--- config.mk ---
export PLATFORM = sky130hd
export DESIGN_NAME = mhc_sweep
export DESIGN_NICKNAME = d
export VERILOG_FILES = /design/src/rtl/assert_macros.svh /design/src/rtl/mhc_pkg.sv /design/src/rtl/mhc_sweep.sv
export SDC_FILE = /design/constraint.sdc
export NUM_CORES = 1
export LEC_CHECK = 0
export BUFFER_PORTS_ARGS = -buffer_cell sky130_fd_sc_hd__buf_4
export CORE_MARGIN = 1
export CORE_UTILIZATION = 46
export DETAILED_ROUTE_END_ITERATION = 8
export PLACE_DENSITY = 0.69
export SLEW_MARGIN = 20
export SYNTH_ARGS = -nofsm -noshare
export SYNTH_HDL_FRONTEND = slang
export SYNTH_SLANG_ARGS = --single-unit
export TNS_END_PERCENT = 20
--- constraint.sdc ---
create_clock -name clk -period 1.7 [get_ports clk]
set_clock_uncertainty 0.15 [all_clocks]
set_input_delay 0.34 -clock clk [delete_from_list [all_inputs] [get_ports clk]]
set_output_delay 0.34 -clock clk [all_outputs]
set_load 0.05 [all_outputs]
--- src/rtl/assert_macros.svh ---
// assertion macros shared by the histogram rtl
// expects clk and rst_n in the scope of each use
`ifndef ASSERT_MACROS_SVH
`define ASSERT_MACROS_SVH

// same-cycle implication, off during reset
`define MHC_ASSERT_SAME(lbl, ante, cons) \
    lbl: assert property (@(posedge clk) disable iff (!rst_n) (ante) |-> (cons)) \
        else $error("histogram check failed");

// next-cycle implication, off during reset
`define MHC_ASSERT_NEXT(lbl, ante, cons) \
    lbl: assert property (@(posedge clk) disable iff (!rst_n) (ante) |=> (cons)) \
        else $error("histogram check failed");

`endif

--- src/rtl/mhc_pkg.sv ---
// shared types and constants of the masked histogram counter
// no dependencies
`default_nettype none

package mhc_pkg;

    localparam int COUNT_W = 32;
    localparam int INDEX_W = 16;
    localparam int BOUND_W = 9;
    localparam int EPOCH_W = 4;

    localparam logic [BOUND_W-1:0] BINS_IN_USE_RESET = 9'd256;
    localparam logic [EPOCH_W-1:0] EPOCH_LAST = '1;

    typedef enum logic [2:0] {
        OP_CLEAR        = 3'd0,
        OP_SET_PRESENCE = 3'd1,
        OP_COUNT        = 3'd2,
        OP_MERGE        = 3'd3,
        OP_READ         = 3'd4
    } op_t;

    typedef struct packed {
        logic active;
        logic wipe_flags;
    } sweep_t;

endpackage

`default_nettype wire

--- src/rtl/mhc_sweep.sv ---
// clearing pass sequencer and clear epoch for the counter memory
// depends on mhc_pkg
`default_nettype none

module mhc_sweep
    import mhc_pkg::*;
#(
    parameter int NUM_BINS = 256,
    parameter int AW       = 8
) (
    input  wire logic               clk,
    input  wire logic               rst_n,
    input  wire logic               clear_fire,
    output sweep_t                  sweep,
    output logic      [AW-1:0]      addr,
    output logic      [EPOCH_W-1:0] epoch
);

    localparam logic [AW-1:0] LAST_ADDR = AW'(NUM_BINS - 1);

    logic               active_reg;
    logic               wipe_reg;
    logic [AW-1:0]      addr_reg;
    logic [EPOCH_W-1:0] epoch_reg;

    // reset pass wipes presence too; epoch wrap pass only rewrites counters
    always_ff @(posedge clk or negedge rst_n)
    begin
        if (!rst_n)
        begin
            active_reg <= 1'b1;
            wipe_reg   <= 1'b1;
            addr_reg   <= '0;
            epoch_reg  <= '0;
        end
        else
        begin
            if (active_reg)
            begin
                addr_reg <= addr_reg + AW'(1);
                if (addr_reg == LAST_ADDR)
                begin
                    active_reg <= 1'b0;
                    wipe_reg   <= 1'b0;
                end
            end
            else if (clear_fire)
            begin
                epoch_reg <= epoch_reg + EPOCH_W'(1);
                if (epoch_reg == EPOCH_LAST)
                begin
                    active_reg <= 1'b1;
                    addr_reg   <= '0;
                end
            end
        end
    end

    assign sweep.active     = active_reg;
    assign sweep.wipe_flags = wipe_reg;
    assign addr             = addr_reg;
    assign epoch            = epoch_reg;

endmodule

`default_nettype wire
Word-level counts from Yosys, hierarchy flattened
Cells that the tools add are included.

word-level totals
  output and inout port bits = 14
  register bits after elaboration = 14
  input bits = 3
  word-level logic and storage cells = 21

operators by class
  add/sub/neg operators = 2
  bitwise operators = 1
  reduce and logical (&&, ||, !) cells = 5
  multiplexer cells = 7
  equal/unequal tests = 2

operator list
  cell                                                            count
  8-bit 2-to-1 mux                                                3
  8-bit by 1-bit adder with 8-bit output (second input constant)  1
  8-bit == test (second input constant)                           1
  2-bit AND reduction                                             3
  4-bit by 1-bit adder with 4-bit output (second input constant)  1
  4-bit == test (second input constant)                           1
  1-bit 2-to-1 mux                                                4
  2-bit nonzero test                                              2
  1-bit inverter                                                  1

Longest topological paths before layout
  word-level depth = 4
  gate-level depth with buffers = 4
  depth with buffers taken out = 4

Least setup slack after synthesis
Ideal clock, no wire load.

  path type = register -> register
  start point = register epoch_reg[0] (netlist: epoch[0])
  end point = register addr_reg[0] (netlist: addr[0])
  setup time = 0.125 ns
  path slack = -0.110 ns
  period minus slack after synthesis = 1.810 ns
  buffers on the path = 0
  arrival = 1.535 ns
  data required time = 1.425 ns
  stages on the path, launching flop included = 5
  path through = dfrtp_1 ha_1 nand4_1 nor2b_1 mux2_2

on the way
  cells in the longest elaborated chain, start to end = 3

RTL lines
  item                           RTL line         source
  start: declaration             mhc_sweep.sv:24  logic [EPOCH_W-1:0] epoch_reg;
  start signal: assignment       mhc_sweep.sv:49  epoch_reg <= epoch_reg + EPOCH_W'(1);
  4-bit == test                  mhc_sweep.sv:50  if (epoch_reg == EPOCH_LAST)
  2-bit nonzero test (no line)   --
  2-bit AND reduction (no line)  --
  end signal: assignment         mhc_sweep.sv:40  addr_reg <= addr_reg + AW'(1);
  end: declaration               mhc_sweep.sv:23  logic [AW-1:0] addr_reg;

No other way between the ends.
A chain may end at the register's enable or synchronous reset.

Worst setup path after layout
  start point = register active_reg
  end point = output port sweep[1] (netlist name)

RTL lines
  item                      RTL line         source
  start: declaration        mhc_sweep.sv:21  logic active_reg;
  start signal: assignment  mhc_sweep.sv:31  active_reg <= 1'b1;
  start signal: assignment  mhc_sweep.sv:43  active_reg <= 1'b0;
  start signal: assignment  mhc_sweep.sv:52  active_reg <= 1'b1;
  end: declaration          mhc_sweep.sv:14  output sweep_t sweep,

No word-level cell between the ends.

==> run_results.csv <==
group,metric,value,unit
setup_path,worstPathMaxFanout,9,
route,vias,495,
clocking,cts.path.max_buffers,2,
clocking,cts_tree,"built",
final_layout,drive_gt1_share,38.16,%
final_layout,area_delta_synth_final,29.19,%
clocking,clk_pin_slew,0.08,ns
timing,setup_viol,0,
route,wl_per_cell,13.59,um
grt,first_global_vias,420,
timing,worst_slew_pin_slew,0.3642,ns
setup_path,cp_data_arrival_time,1.12,ns
setup_path,crit_path_start,"active_reg$_DFF_PN1_",
route,antenna_left,0,
place,dp.cells,83,
yosys,ys_ff_latch,14,
grt,grt_pass1_wl,1904,um
yosys,synth_area,634.4,um^2
route,wl,1237,um
timing,min_period,1.607,ns
clocking,cts-root-buf,"clkbuf_4",
setup_path,cp_cell_sequence,"buf_4",
clocking,clock_latency,0.28,ns
floorplanning,core_region_area,1285,um^2
timing,finalCritPeriodShare,94.55,%
floorplanning,start_util,49.37,%
yosys,netlist_instances,54,
min_path,hold_path.class,"in -> async",
clocking,clock-sinks,14,
final_layout,largest_reg_flops,8,
setup_path,critPathBufInv,1,
grt,gr-total-overflow,0,
timing,slew_headroom,75.67,%
setup_path,crit_path_end_kind,"primary output",
floorplanning,die_h,39.14,um
yosys,synth.area.top_cells,"dfrtp_1 47%, dfstp_2 8.3%, a22o_1 4.1%, xnor2_1 4.1%, ha_1 3.9%",
clocking,htreeDepth,1,
grt,antenna_found_initial,0,
floorplanning,die_area,1532,um^2
place,globalplace.congestion,0.7573,
clocking,numCtsBuffers,3,
yosys,synthFlopType,"dfrtp_1",
route,drt_pass1_iterations,4,
setup_path,critical-path-top-delay-family,"flip-flops",
timing,rsz0062_at_grt,"no",
floorplanning,die_x,39.14,um
yosys,async_flop_share,100.0,%
setup_path,cpPeakStageDelay,0.62,ns
setup_path,crit_required,1.21,ns
grt,grt_max_degree,15,
place,port_buffers,16,
final_layout,instances_no_fill,91,
yosys,yosysWarnings,0,
yosys,synth.most_common_cell,"dfrtp_1",
yosys,yosys.area.top_type,"dfrtp_1",
grt,grt_usage,19.15,%
route,drc,0,
setup_path,crit_slowest_cell,"dfstp_2",
setup_path,reg2reg_to,"addr[0]$_DFFE_PN0P_",
yosys,ys_top_cells_by_count,"12 x dfrtp_1, 4 x nand2_1, 4 x nand4_1",
outcome,status,"finished clean",
yosys,synth.avg_cell_area,11.75,um^2
final_layout,antenna_cells,0,
timing,hold_violations,0,
yosys,ys_seq_area_share,55.62,%
yosys,synth_edf_count,0,
route,viasPerCell,5.440,
timing,slew_viol_final,0,
setup_path,reg2reg_depth,4,
yosys,syn_nets,59,
route,drt_iter0_markers,4,
yosys,netlist-cell-type-count,21,
setup_path,worstSetupStartpointType,"flip-flop",
timing,fmax,622.1,MHz
floorplanning,row_count,13,
floorplanning,pin_count,17,
setup_path,critPathKind,"reg -> out",
place,hpwl,853.9,um
setup_path,regToRegStartpoint,"epoch[0]$_DFFE_PN0P_",
final_layout,nNetsFinal,82,
yosys,synth_top_area_share,47.34,%
run,max_cap_viol_count,0,
setup_path,worst-r2r-setup-slack,0.17,ns
[routing by layer]
metal  global-route usage (%)  up-vias  part of all wire (%)
met2                    28.33       12                    49
li1                         -      240                     -
met4                    10.34        0                  0.40
met5                        0        -                     0
met3                    5.202        2                   4.3
met1                    25.09      241                    46
[repair_timing]
item,4_1_cts,5_1_grt
hold buffers,1,0
resized for setup,0,0
setup buffers,0,3
hold endpoints to repair,14,0
endpoints found under the setup margin,0,1
[cells in the final DEF, fill, tap and decap left out, drive strengths merged, types with 3 or more instances in the layout]
master,Yosys,routed
buf,3,20
xnor2,3,3
dfrtp,12,12
clkbuf,0,4
nand4,4,4
nor2b,3,3
o21ai,3,3
a22o,3,3
nand2,4,4
[worst max-delay path by stage]
stage / to / slack, ns / cells past startpoint
2_1_floorplan: addr[6]$_DFFE_PN0P_ / -0.01 / 4
3_3_place_gp: addr[7]$_DFFE_PN0P_ / 0.20 / 3
3_5_place_dp: addr[7]$_DFFE_PN0P_ / 0.17 / 3
4_1_cts: sweep[1] / 0.04 / 1
5_1_grt: addr[7]$_DFFE_PN0P_ / 0.04 / 3
6_report: sweep[1] / 0.09 / 1
[cell families after synthesis]
family | count (synthesis) | synth area share, %
AO/OA/AOI/OAI | 10 | 11.05
XOR/XNOR | 5 | 6.905
adder cells (fa/ha/maj) | 2 | 3.944
buffers and inverters | 3 | 3.550
flip-flops | 14 | 55.62
multiplexers | 3 | 5.128
AND/OR/NAND/NOR | 17 | 13.81
[area by class of cell]
cell class / count / area (um^2)
Clock buffer: 4 / 26.28
Fill cell: 106 / 465.4
Multi-Input combinational cell: 37 / 259.0
Sequential cell: 14 / 355.3
Tap cell: 15 / 18.77
Timing Repair Buffer: 21 / 160.2
[through the flow]
stage / hold slack [ns] / area (um^2) / TNS [ns] / setup slack [ns] / util, %
after floorplan: -0.1056 / 636.9 / -0.01254 / -0.01254 / -
after global placement: 0.04604 / 760.7 / 0 / 0.1976 / 59.20
after detailed placement: 0.04878 / 760.7 / 0 / 0.1735 / 59.20
after CTS: 0.2872 / 797.0 / 0 / 0.03595 / 62.03
after global routing: 0.3038 / 819.5 / 0 / 0.03944 / 63.78
final: 0.2846 / 819.5 / 0 / 0.09264 / 63.78
Power is left out: the tool's default activity adds up to more than one toggle a clock period on the data nets, which glitch-free logic cannot reach.
